## src/design/wsenc_pkg.sv

```systemverilog
// ----------------------------------------------------------------------------
// wsenc_pkg
// Shared types, codes and constants of the WS2812 SPI frame encoder.
// ----------------------------------------------------------------------------
package wsenc_pkg;

    localparam int LED_COUNT = 4;
    localparam int MAX_LEDS  = 21;
    localparam int LEDS      = (LED_COUNT > MAX_LEDS) ? MAX_LEDS : LED_COUNT;
    localparam int LED_W     = (LEDS > 1) ? $clog2(LEDS) : 1;
    localparam logic [LED_W-1:0] LED_LAST = LED_W'(LEDS - 1);
    localparam logic GAP_LAST = (LEDS == 0);

    localparam logic [7:0]  GAP_BYTES   = 8'd90;
    localparam logic [15:0] LEVEL_RESET = 16'd19275;
    localparam logic [3:0]  NIB_ZERO    = 4'b1000;
    localparam logic [3:0]  NIB_ONE     = 4'b1110;

    localparam int QUEUE_DEPTH = 2;

    typedef enum logic [2:0] {
        CMD_ON      = 3'd0,
        CMD_OFF     = 3'd1,
        CMD_TOGGLE  = 3'd2,
        CMD_SET     = 3'd3,
        CMD_REFRESH = 3'd4,
        CMD_QUERY   = 3'd5
    } cmd_t;

    typedef enum logic [1:0] {
        KIND_STATUS = 2'd0,
        KIND_GAP    = 2'd1,
        KIND_DATA   = 2'd2
    } kind_t;

    // One queued job: what to emit plus the state snapshot it reports
    typedef struct packed {
        logic        refresh;
        logic        on;
        logic [15:0] red;
        logic [15:0] green;
        logic [15:0] blue;
    } job_t;

    // Each bit, MSB first, becomes one nibble of the SPI word
    function automatic logic [31:0] encode_byte(input logic [7:0] v);
        logic [31:0] w;
        w = '0;
        for (int i = 0; i < 8; i++) begin
            w[4*i +: 4] = v[i] ? NIB_ONE : NIB_ZERO;
        end
        return w;
    endfunction

endpackage

```

## src/design/wsenc_front.sv

```systemverilog
// ----------------------------------------------------------------------------
// wsenc_front
// Accepts command words, updates the light state and queues one job per
// command with a snapshot of the state after the command.
// ----------------------------------------------------------------------------
module wsenc_front
    import wsenc_pkg::*;
(
    input  logic        clk,
    input  logic        rst_n,
    input  logic        in_valid,
    output logic        in_stall,
    input  logic [2:0]  command,
    input  logic [15:0] red_in,
    input  logic [15:0] green_in,
    input  logic [15:0] blue_in,
    input  logic        q_full,
    output logic        push,
    output job_t        push_job
);

    logic        on_reg,    on_next;
    logic [15:0] red_reg,   red_next;
    logic [15:0] green_reg, green_next;
    logic [15:0] blue_reg,  blue_next;
    logic        refresh;

    assign in_stall = q_full;
    assign push     = in_valid && !q_full;

    always_comb
    begin
        on_next    = on_reg;
        red_next   = red_reg;
        green_next = green_reg;
        blue_next  = blue_reg;
        refresh    = 1'b0;
        case (command)
            CMD_ON:      on_next = 1'b1;
            CMD_OFF:     on_next = 1'b0;
            CMD_TOGGLE:  on_next = !on_reg;
            CMD_SET:
            begin
                red_next   = red_in;
                green_next = green_in;
                blue_next  = blue_in;
            end
            CMD_REFRESH: refresh = 1'b1;
            default:     refresh = 1'b0;
        endcase
    end

    assign push_job = '{refresh: refresh, on: on_next, red: red_next,
                        green: green_next, blue: blue_next};

    always_ff @(posedge clk or negedge rst_n)
    begin
        if (!rst_n)
        begin
            on_reg    <= 1'b0;
            red_reg   <= LEVEL_RESET;
            green_reg <= LEVEL_RESET;
            blue_reg  <= LEVEL_RESET;
        end
        else if (push)
        begin
            on_reg    <= on_next;
            red_reg   <= red_next;
            green_reg <= green_next;
            blue_reg  <= blue_next;
        end
    end

endmodule

```

## src/design/wsenc_queue.sv

```systemverilog
// ----------------------------------------------------------------------------
// wsenc_queue
// Short job queue between the command front and the frame back end.
// ----------------------------------------------------------------------------
module wsenc_queue
    import wsenc_pkg::*;
(
    input  logic clk,
    input  logic rst_n,
    input  logic push,
    input  job_t push_job,
    input  logic pop,
    output logic full,
    output logic not_empty,
    output job_t pop_job
);

    localparam int PTR_W = (QUEUE_DEPTH > 1) ? $clog2(QUEUE_DEPTH) : 1;
    localparam int CNT_W = $clog2(QUEUE_DEPTH + 1);
    localparam logic [PTR_W-1:0] PTR_LAST = PTR_W'(QUEUE_DEPTH - 1);
    localparam logic [CNT_W-1:0] CNT_FULL = CNT_W'(QUEUE_DEPTH);

    job_t             mem [QUEUE_DEPTH];
    logic [PTR_W-1:0] wr_ptr_reg, wr_ptr_next;
    logic [PTR_W-1:0] rd_ptr_reg, rd_ptr_next;
    logic [CNT_W-1:0] count_reg,  count_next;
    logic             do_pop;

    assign full      = (count_reg == CNT_FULL);
    assign not_empty = (count_reg != '0);
    assign pop_job   = mem[rd_ptr_reg];
    assign do_pop    = pop && not_empty;

    always_comb
    begin
        wr_ptr_next = wr_ptr_reg;
        rd_ptr_next = rd_ptr_reg;
        count_next  = count_reg;
        if (push)
        begin
            wr_ptr_next = (wr_ptr_reg == PTR_LAST) ? '0 : wr_ptr_reg + 1'b1;
        end
        if (do_pop)
        begin
            rd_ptr_next = (rd_ptr_reg == PTR_LAST) ? '0 : rd_ptr_reg + 1'b1;
        end
        if (push && !do_pop)
        begin
            count_next = count_reg + 1'b1;
        end
        else if (do_pop && !push)
        begin
            count_next = count_reg - 1'b1;
        end
    end

    always_ff @(posedge clk or negedge rst_n)
    begin
        if (!rst_n)
        begin
            wr_ptr_reg <= '0;
            rd_ptr_reg <= '0;
            count_reg  <= '0;
        end
        else
        begin
            wr_ptr_reg <= wr_ptr_next;
            rd_ptr_reg <= rd_ptr_next;
            count_reg  <= count_next;
        end
    end

    always_ff @(posedge clk)
    begin
        if (push)
        begin
            mem[wr_ptr_reg] <= push_job;
        end
    end

endmodule

```

## src/design/wsenc_back.sv

```systemverilog
// ----------------------------------------------------------------------------
// wsenc_back
// Expands queued jobs into result words: one status word, or a reset gap
// followed by green, red, blue data words for every LED.
// ----------------------------------------------------------------------------
module wsenc_back
    import wsenc_pkg::*;
(
    input  logic        clk,
    input  logic        rst_n,
    input  logic        q_not_empty,
    input  job_t        q_job,
    output logic        pop,
    output logic        out_valid,
    input  logic        out_stall,
    output logic [1:0]  kind,
    output logic [31:0] spi_word,
    output logic [7:0]  gap_bytes,
    output logic        led_is_on,
    output logic [15:0] red_now,
    output logic [15:0] green_now,
    output logic [15:0] blue_now,
    output logic        last
);

    typedef enum logic { PH_GAP, PH_DATA } phase_t;
    typedef enum logic [1:0] { COL_G, COL_R, COL_B } colour_t;

    job_t             job_reg,    job_next;
    logic             jvalid_reg, jvalid_next;
    phase_t           phase_reg,  phase_next;
    colour_t          col_reg,    col_next;
    logic [LED_W-1:0] led_reg,    led_next;

    logic             ovalid_reg, ovalid_next;
    kind_t            kind_reg,   kind_next;
    logic [31:0]      word_reg,   word_next;
    logic [7:0]       gap_reg,    gap_next;
    logic             last_reg,   last_next;
    job_t             snap_reg,   snap_next;

    logic             emit;
    kind_t            res_kind;
    logic [31:0]      res_word;
    logic [7:0]       res_gap;
    logic             res_last;
    logic [7:0]       level_byte;

    assign emit = jvalid_reg && (!ovalid_reg || !out_stall);
    assign pop  = q_not_empty && (!jvalid_reg || (emit && res_last));

    // Pick this word's colour byte; zero while the light is off
    always_comb
    begin
        case (col_reg)
            COL_G:   level_byte = job_reg.green[15:8];
            COL_R:   level_byte = job_reg.red[15:8];
            COL_B:   level_byte = job_reg.blue[15:8];
            default: level_byte = 8'd0;
        endcase
        if (!job_reg.on)
        begin
            level_byte = 8'd0;
        end
    end

    always_comb
    begin
        res_kind = KIND_STATUS;
        res_word = '0;
        res_gap  = '0;
        res_last = 1'b1;
        if (job_reg.refresh)
        begin
            if (phase_reg == PH_GAP)
            begin
                res_kind = KIND_GAP;
                res_gap  = GAP_BYTES;
                res_last = GAP_LAST;
            end
            else
            begin
                res_kind = KIND_DATA;
                res_word = encode_byte(level_byte);
                res_last = (col_reg == COL_B) && (led_reg == LED_LAST);
            end
        end
    end

    always_comb
    begin
        job_next    = job_reg;
        jvalid_next = jvalid_reg;
        phase_next  = phase_reg;
        col_next    = col_reg;
        led_next    = led_reg;
        ovalid_next = ovalid_reg;
        kind_next   = kind_reg;
        word_next   = word_reg;
        gap_next    = gap_reg;
        last_next   = last_reg;
        snap_next   = snap_reg;

        if (emit)
        begin
            ovalid_next = 1'b1;
            kind_next   = res_kind;
            word_next   = res_word;
            gap_next    = res_gap;
            last_next   = res_last;
            snap_next   = job_reg;
            if (res_last)
            begin
                jvalid_next = 1'b0;
            end
            else if (phase_reg == PH_GAP)
            begin
                phase_next = PH_DATA;
                col_next   = COL_G;
                led_next   = '0;
            end
            else
            begin
                case (col_reg)
                    COL_G:   col_next = COL_R;
                    COL_R:   col_next = COL_B;
                    default:
                    begin
                        col_next = COL_G;
                        led_next = led_reg + 1'b1;
                    end
                endcase
            end
        end
        else if (ovalid_reg && !out_stall)
        begin
            ovalid_next = 1'b0;
        end

        if (pop)
        begin
            job_next    = q_job;
            jvalid_next = 1'b1;
            phase_next  = PH_GAP;
            col_next    = COL_G;
            led_next    = '0;
        end
    end

    always_ff @(posedge clk or negedge rst_n)
    begin
        if (!rst_n)
        begin
            job_reg    <= '0;
            jvalid_reg <= 1'b0;
            phase_reg  <= PH_GAP;
            col_reg    <= COL_G;
            led_reg    <= '0;
            ovalid_reg <= 1'b0;
            kind_reg   <= KIND_STATUS;
            word_reg   <= '0;
            gap_reg    <= '0;
            last_reg   <= 1'b0;
            snap_reg   <= '0;
        end
        else
        begin
            job_reg    <= job_next;
            jvalid_reg <= jvalid_next;
            phase_reg  <= phase_next;
            col_reg    <= col_next;
            led_reg    <= led_next;
            ovalid_reg <= ovalid_next;
            kind_reg   <= kind_next;
            word_reg   <= word_next;
            gap_reg    <= gap_next;
            last_reg   <= last_next;
            snap_reg   <= snap_next;
        end
    end

    assign out_valid = ovalid_reg;
    assign kind      = kind_reg;
    assign spi_word  = word_reg;
    assign gap_bytes = gap_reg;
    assign led_is_on = snap_reg.on;
    assign red_now   = snap_reg.red;
    assign green_now = snap_reg.green;
    assign blue_now  = snap_reg.blue;
    assign last      = last_reg;

endmodule

```

## src/design/ws2812_spi_frame_encoder_unit.sv

```systemverilog
// ----------------------------------------------------------------------------
// ws2812_spi_frame_encoder_unit
// Light controller that turns on/off/colour/refresh commands into WS2812
// SPI frame words.
// ----------------------------------------------------------------------------
// A command word is taken whenever the two-entry job queue has room, so
// commands may arrive back to back. The back end then delivers one result
// word per cycle while the output is not stalled: a status command gives
// one word, a refresh gives a reset-gap word followed by three data words
// (green, red, blue) per LED, i.e. 1 + 3 * LEDS words, 13 at four LEDs.
// That per-word emission in the back end sets the sustained rate; the output
// register holds a word while it waits. Every word reports the on/off flag
// and levels as they stand after its command.
module ws2812_spi_frame_encoder_unit
    import wsenc_pkg::*;
(
    input  logic        clk,
    input  logic        rst_n,
    input  logic        in_valid,
    output logic        in_stall,
    input  logic [2:0]  command,
    input  logic [15:0] red_in,
    input  logic [15:0] green_in,
    input  logic [15:0] blue_in,
    output logic        out_valid,
    input  logic        out_stall,
    output logic [1:0]  kind,
    output logic [31:0] spi_word,
    output logic [7:0]  gap_bytes,
    output logic        led_is_on,
    output logic [15:0] red_now,
    output logic [15:0] green_now,
    output logic [15:0] blue_now,
    output logic        last
);

    logic push;
    job_t push_job;
    logic q_full;
    logic q_not_empty;
    job_t q_job;
    logic pop;

    wsenc_front u_front (
        .clk      (clk),
        .rst_n    (rst_n),
        .in_valid (in_valid),
        .in_stall (in_stall),
        .command  (command),
        .red_in   (red_in),
        .green_in (green_in),
        .blue_in  (blue_in),
        .q_full   (q_full),
        .push     (push),
        .push_job (push_job)
    );

    wsenc_queue u_queue (
        .clk       (clk),
        .rst_n     (rst_n),
        .push      (push),
        .push_job  (push_job),
        .pop       (pop),
        .full      (q_full),
        .not_empty (q_not_empty),
        .pop_job   (q_job)
    );

    wsenc_back u_back (
        .clk         (clk),
        .rst_n       (rst_n),
        .q_not_empty (q_not_empty),
        .q_job       (q_job),
        .pop         (pop),
        .out_valid   (out_valid),
        .out_stall   (out_stall),
        .kind        (kind),
        .spi_word    (spi_word),
        .gap_bytes   (gap_bytes),
        .led_is_on   (led_is_on),
        .red_now     (red_now),
        .green_now   (green_now),
        .blue_now    (blue_now),
        .last        (last)
    );

endmodule

```

## config.mk

```make
export PLATFORM = sky130hd
export DESIGN_NAME = ws2812_spi_frame_encoder_unit
export DESIGN_NICKNAME = d
export VERILOG_FILES = /design/src/design/wsenc_pkg.sv /design/src/design/wsenc_front.sv /design/src/design/wsenc_queue.sv /design/src/design/wsenc_back.sv /design/src/design/ws2812_spi_frame_encoder_unit.sv
export SDC_FILE = /design/constraint.sdc
export NUM_CORES = 1
export LEC_CHECK = 0
export BUFFER_PORTS_ARGS = -buffer_cell sky130_fd_sc_hd__buf_2
export CORE_MARGIN = 2
export CORE_UTILIZATION = 35
export CTS_CLUSTER_DIAMETER = 100
export DETAILED_ROUTE_END_ITERATION = 10
export SLEW_MARGIN = 20
export SYNTH_ARGS = -nofsm -noshare
export SYNTH_HDL_FRONTEND = slang
export SYNTH_SLANG_ARGS = --single-unit
export TNS_END_PERCENT = 50
```

## constraint.sdc

```tcl
create_clock -name clk -period 6 [get_ports clk]
set_input_delay 1.8 -clock clk [delete_from_list [all_inputs] [get_ports clk]]
set_output_delay 1.8 -clock clk [all_outputs]
set_load 0.01 [all_outputs]
```

Word-level counts from Yosys, hierarchy flattened
Memories as Yosys holds them, arrays and structs flattened. A register that Yosys moved wholly into a read port is not among the register bits.
Cells that the tools add are included.
W data, S select, Z words.
{ "word_totals": {"ff_bits": 152, "ram_bits": 100, "out_inout_bits": 94, "elab_cells": 113, "memories": 1} }
{ "op_classes": {"add_sub_neg": 5, "eq_ne": 10, "n_mux": 47, "reduce_logical": 30} }
{ "memory_table": {"columns": ["name", "words", "word_bits", "rd", "rd_ports_with_merged_regs", "wr", "line", "source"], "rows": [
  ["u_queue.mem", 2, 50, 1, 1, 1, "wsenc_queue.sv:23", "job_t mem [QUEUE_DEPTH];"]
]} }
{ "op_table": {"columns": ["operator", "n"], "rows": [
  ["$mux W32", 2],
  ["$mux W16", 3],
  ["$mux W2", 13],
  ["$mux W3", 8],
  ["$pmux W8 S3", 1],
  ["$mux W8", 2],
  ["$mux W1", 15],
  ["$reduce_bool A2 Y1", 5],
  ["$logic_and A1 B1 Y1", 9],
  ["$logic_not A1 Y1", 8],
  ["$mux W7", 1],
  ["$eq A2 B2 Y1 const B", 3],
  ["$eq A3 B2 Y1 const B", 2],
  ["$add A2 B1 Y2 const B", 2],
  ["$pmux W2 S2", 1],
  ["$reduce_and A2 Y1", 2],
  ["$eq A3 B1 Y1 const B", 1],
  ["$eq A3 B3 Y1 const B", 1],
  ["$logic_not A3 Y1", 1],
  ["$ne A3 B3 Y1 const B", 1],
  ["$pmux W1 S3", 1],
  ["$reduce_and A3 Y1", 1],
  ["$add A1 B1 Y1 const B", 2],
  ["$eq A2 B1 Y1 const B", 1],
  ["5 further kinds", 6]
]} }

Depth between registers and ports, before layout
{ "depth": {"depth_word": 11, "depth_mapped": 11, "ltp_nobuf": 9} }

By module
From an unflattened synthesis, not the netlist that was laid out.
{ "unflattened": {"hier_cells": 785, "area_unflattened_um2": 11713.7} }
{ "by_module_without_submodules": {"columns": ["module", "n_inst", "cells_per_inst", "area_each_um2"], "rows": [
  ["wsenc_back", 1, 443, 5053.6],
  ["wsenc_queue", 1, 172, 4050.1],
  ["wsenc_front", 1, 170, 2610.0]
]} }

Least setup slack after synthesis
OpenSTA, ideal clock, no wires.
{ "synth_timing": {"path_kind": "in2reg", "start": "input port in_valid", "end": "memory u_queue.mem[0][0] in the netlist's numbering, enable pin", "t_arrival_ns": 4.236, "t_required_ns": 5.542, "slack_ns": 1.306, "cell_stages": 3, "n_path_buf": 1, "cell_sequence": "nand2_1 > clkbuf_1 > nor2_1"} }
{ "synth_via": {"elab_chain_len": 3} }
{ "synth_lines": {"columns": ["item", "line", "source"], "rows": [
  ["from (decl)", "ws2812_spi_frame_encoder_unit.sv:19", "input logic in_valid,"],
  ["$logic_and A1 B1 Y1", "wsenc_front.sv:29", "assign push = in_valid && !q_full;"],
  ["$mux W1", "wsenc_queue.sv:75", "if (push)"],
  ["$mux W1 (not written as such)", "wsenc_queue.sv:77", "mem[wr_ptr_reg] <= push_job;"],
  ["to (decl)", "wsenc_queue.sv:23", null]
]} }
No other way between the ends.

Worst setup path after layout
{ "layout_timing": {"start": "input port in_valid", "end": "register u_queue.count_reg[1]"} }
{ "layout_via": {"elab_chain_len": 4} }
{ "layout_lines": {"columns": ["item", "line", "source"], "rows": [
  ["$logic_and A1 B1 Y1 (*)", "wsenc_front.sv:29", null],
  ["$logic_not A1 Y1", "wsenc_queue.sv:51", "else if (do_pop && !push)"],
  ["$logic_and A1 B1 Y1", "wsenc_queue.sv:51", null],
  ["$reduce_bool A2 Y1 (no line)", null, null],
  ["to (signal assigned)", "wsenc_queue.sv:69", "count_reg <= count_next;"],
  ["to (decl)", "wsenc_queue.sv:26", "logic [CNT_W-1:0] count_reg, count_next;"]
]} }
Mark *: on every way between the ends. The rest lies on a longest branch, timed or not.
A chain may end at the register's enable or synchronous reset.

==> flow_summary.json <==
{
  "core_area_sq_um": 31390,
  "leakage_nw": 5.827,
  "io_buffers": 136,
  "hpwl_um": 15410,
  "path_buf_inv": 2,
  "synth_edf_count": 100,
  "cts_sinks": 270,
  "most-common-layout-cells": "nand2_1, dfrtp_1, buf_2",
  "crit_top_cell": "xor2_1",
  "die_area_sq_um": 33150,
  "max_freq_ghz": 0.2985,
  "crit_slowest_cell": "inv_2",
  "yosysSeqAreaShare_pct": 65.65,
  "clock_latency_ns": 0.52,
  "via_per_inst": 4.597,
  "yosys_warnings": 0,
  "worst_ep_arrival_time_ns": 3.75,
  "netlist_instances": 880,
  "synth_ff_type": "dfrtp_1",
  "syn_area_sq_um": 11100,
  "power_density_nw_per_um2": 538.6,
  "synth_top_area_share_pct": 32.92,
  "path_depth": 7,
  "post_drt_wl_per_cell_um": 16.68,
  "fin_crit_sh_pct": 55.84,
  "largest_reg_flops": 100,
  "rr_worst_depth": 5,
  "grt_overflow": 0,
  "synth_area_leaders": "dfrtp_1, edfxtp_1, mux2_2",
  "io_pins": 149,
  "grt_setup_unrepaired": "false",
  "nets": 1048,
  "startpoint_type": "primary input",
  "crit_fanout": 52,
  "layout_commonest_cell": "nand2_1",
  "crit_start": "in_valid",
  "finClkSkew_ns": 0.01301,
  "tightest_slew_ns": 1.013,
  "fillers": 2972,
  "maxCapViolCount": 0,
  "tns_ns": 0,
  "critPathCaptureType": "flop",
  "worst_slack_ns": 2.650,
  "grt_pass1_wl_um": 37140,
  "syn_to_final_growth_pct": 15.51,
  "status": "completed",
  "crit_chain": "buf_2 > nand2_2 > inv_2 > ha_1 > xor2_1 > nor2_1 > xor2_1",
  "routed_wl_um": 23560,
  "final_hold_viol_count": 0,
  "min_path_type": "flop to flop",
  "power_mw": 6.905,
  "firstDrtPassIters": 4,
  "start_util_pct": 35.36,
  "min_period_ns": 3.350,
  "finalMaxSlewViolations": 0,
  "final_antenna_net_count": 0,
  "rows": 65,
  "required_ns": 6.40,
  "clkTransAtPathRegs_ns": 0.06,
  "critical_path_class": "primary input to flop",
  "setup_viol": 0,
  "synthArstFlopShare_pct": 62.96,
  "gr-usage-all-layers_pct": 14.14,
  "dp_slack_ns": 2.048,
  "drtIter0Drc": 403,
  "synth.largest_area_cell": "dfrtp_1",
  "fp.dieW_um": 182.1,
  "grt_start_max_net_pins": 95,
  "relSlewSlack_pct": 32.45,
  "cts_buffers": 27,
  "ys_ff_latch": 270,
  "syn_avg_cell_area_sq_um": 12.61,
  "r2r_slack_ns": 3.21,
  "drive_above_1_share_pct": 33.83,
  "vdd.ir_drop.worst_v": 0.0002784,
  "reg2reg_from": "u_back.col_reg[1]$_DFFE_PN0P_",
  "holdBufCountCts": 0,
  "fin_util_pct": 40.84,
  "ctsResizeCount": 0,
  "crit_path_max_incr_delay_ns": 0.85,
  "antenna_cells": 0,
  "min_path_cells": 2,
  "crit_family": "buffers and inverters",
  "grt_pass1_vias": 6469,
  "cts-root-buf": "clkbuf_16",
  "num_vias": 6496,
  "drc": 0,
  "post_cts_buffers": 0,
  "cts_tree": "built",
  "clockBufferDepth": 3,
  "regToRegEndpoint": "u_back.job_reg[27]$_DFFE_PN0N_",
  "htreeDepth": 1,
  "crit_end": "u_queue.count_reg[1]$_DFFE_PN0P_",
  "netlist-cell-type-count": 40,
  "place_congestion": 0.7248,
  "fp.dieH_um": 182.1,
  "antenna_found_initial": 0
}
==> layer usage <==
layer  GRT usage [%]  vias up  wire length [um]
met5               0        -                 0
met4           3.710        0               382
met3           2.195       29               919
met2           22.11      128             10590
met1           20.63     3202             11670
li1                -     3137                 -
==> cells in the mapped netlist (2+ instances only) <==
library cell / n
a21oi_1: 5
a22o_1: 8
buf_2: 9
buf_4: 33
buf_6: 4
clkbuf_1: 28
dfrtp_1: 146
dfstp_2: 24
edfxtp_1: 100
ha_1: 2
inv_1: 5
mux2_1: 23
mux2_2: 125
mux2i_1: 9
nand2_1: 313
nand2b_1: 2
nand3_1: 2
nor2_1: 5
nor2b_1: 2
o21ai_0: 12
xnor2_1: 2
xor2_1: 3
==> worst min path at each step <==
stage | from | endpoint | slack, ns
5_1_grt | u_front.red_reg[3]$_DFFE_PN1P_ | u_front.red_reg[3]$_DFFE_PN1P_ | 0.47
6_report | u_front.blue_reg[1]$_DFFE_PN1P_ | u_front.blue_reg[1]$_DFFE_PN1P_ | 0.45
3_3_place_gp | u_back.job_reg[1]$_DFFE_PN0N_ | u_back.blue_now[1]$_DFFE_PN0P_ | 0.44
3_5_place_dp | u_front.blue_reg[1]$_DFFE_PN1P_ | u_front.blue_reg[1]$_DFFE_PN1P_ | 0.45
2_1_floorplan | u_back.job_reg[0]$_DFFE_PN0N_ | u_back.blue_now[0]$_DFFE_PN0P_ | 0.43
4_1_cts | u_front.blue_reg[1]$_DFFE_PN1P_ | u_front.blue_reg[1]$_DFFE_PN1P_ | 0.46
==> per-stage QoR <==
step                      hold WS (ns)  std cells  instance area, sq um
after CTS                       0.4556       1413                 12820
after floorplan                 0.4315        891                 11140
after global routing            0.4690       1413                 12820
after detailed placement        0.4454       1364                 11990
after global placement          0.4439       1364                 11990
final                           0.4539       1413                 12820
==> logic make-up (layout without fill, tap and decap cells) <==
| kind of cell | after synthesis | after routing | synth area share, % |
|---|---|---|---|
| buffers and inverters | 81 | 201 | 4.227 |
| XOR/XNOR | 5 | 5 | 0.3946 |
| multiplexers | 157 | 157 | 15.83 |
| adder cells (fa/ha/maj) | 2 | 2 | 0.2254 |
| flip-flops | 270 | 270 | 65.65 |
| AND/OR/NAND/NOR | 332 | 332 | 11.72 |
| other | 1 | 12 | 0.03379 |
| AO/OA/AOI/OAI | 32 | 32 | 1.917 |
==> worst register-to-register path, stage by stage (launching register included) <==
cell	delay (ns)
dfrtp_1	0.80
nand4b_2	0.24
a21boi_1	0.23
o22a_2	0.42
buf_4	0.56
mux2_2	0.42
==> cell type report <==
type	instances	area (sq um)	share of cell area, %
Multi-Input combinational cell	540	3413	26.62
Sequential cell	270	7288	56.85
Tap cell	402	503.0	3.923
Inverter	6	22.52	0.1757
Clock buffer	34	701.9	5.475
Timing Repair Buffer	146	764.5	5.963
Clock inverter	15	127.6	0.9954
==> where the power goes <==
| group | switching [mW] | internal [mW] | total (mW) | leakage [nW] |
|---|---|---|---|---|
| Combinational | 1.18 | 0.913 | 2.10 | 2.42 |
| Sequential | 0.405 | 2.80 | 3.20 | 3.01 |
| Clock | 0.690 | 0.913 | 1.60 | 0.401 |
| Total | 2.28 | 4.63 | 6.90 | 5.83 |
No activity file was read; power rests on OpenSTA's default activity.
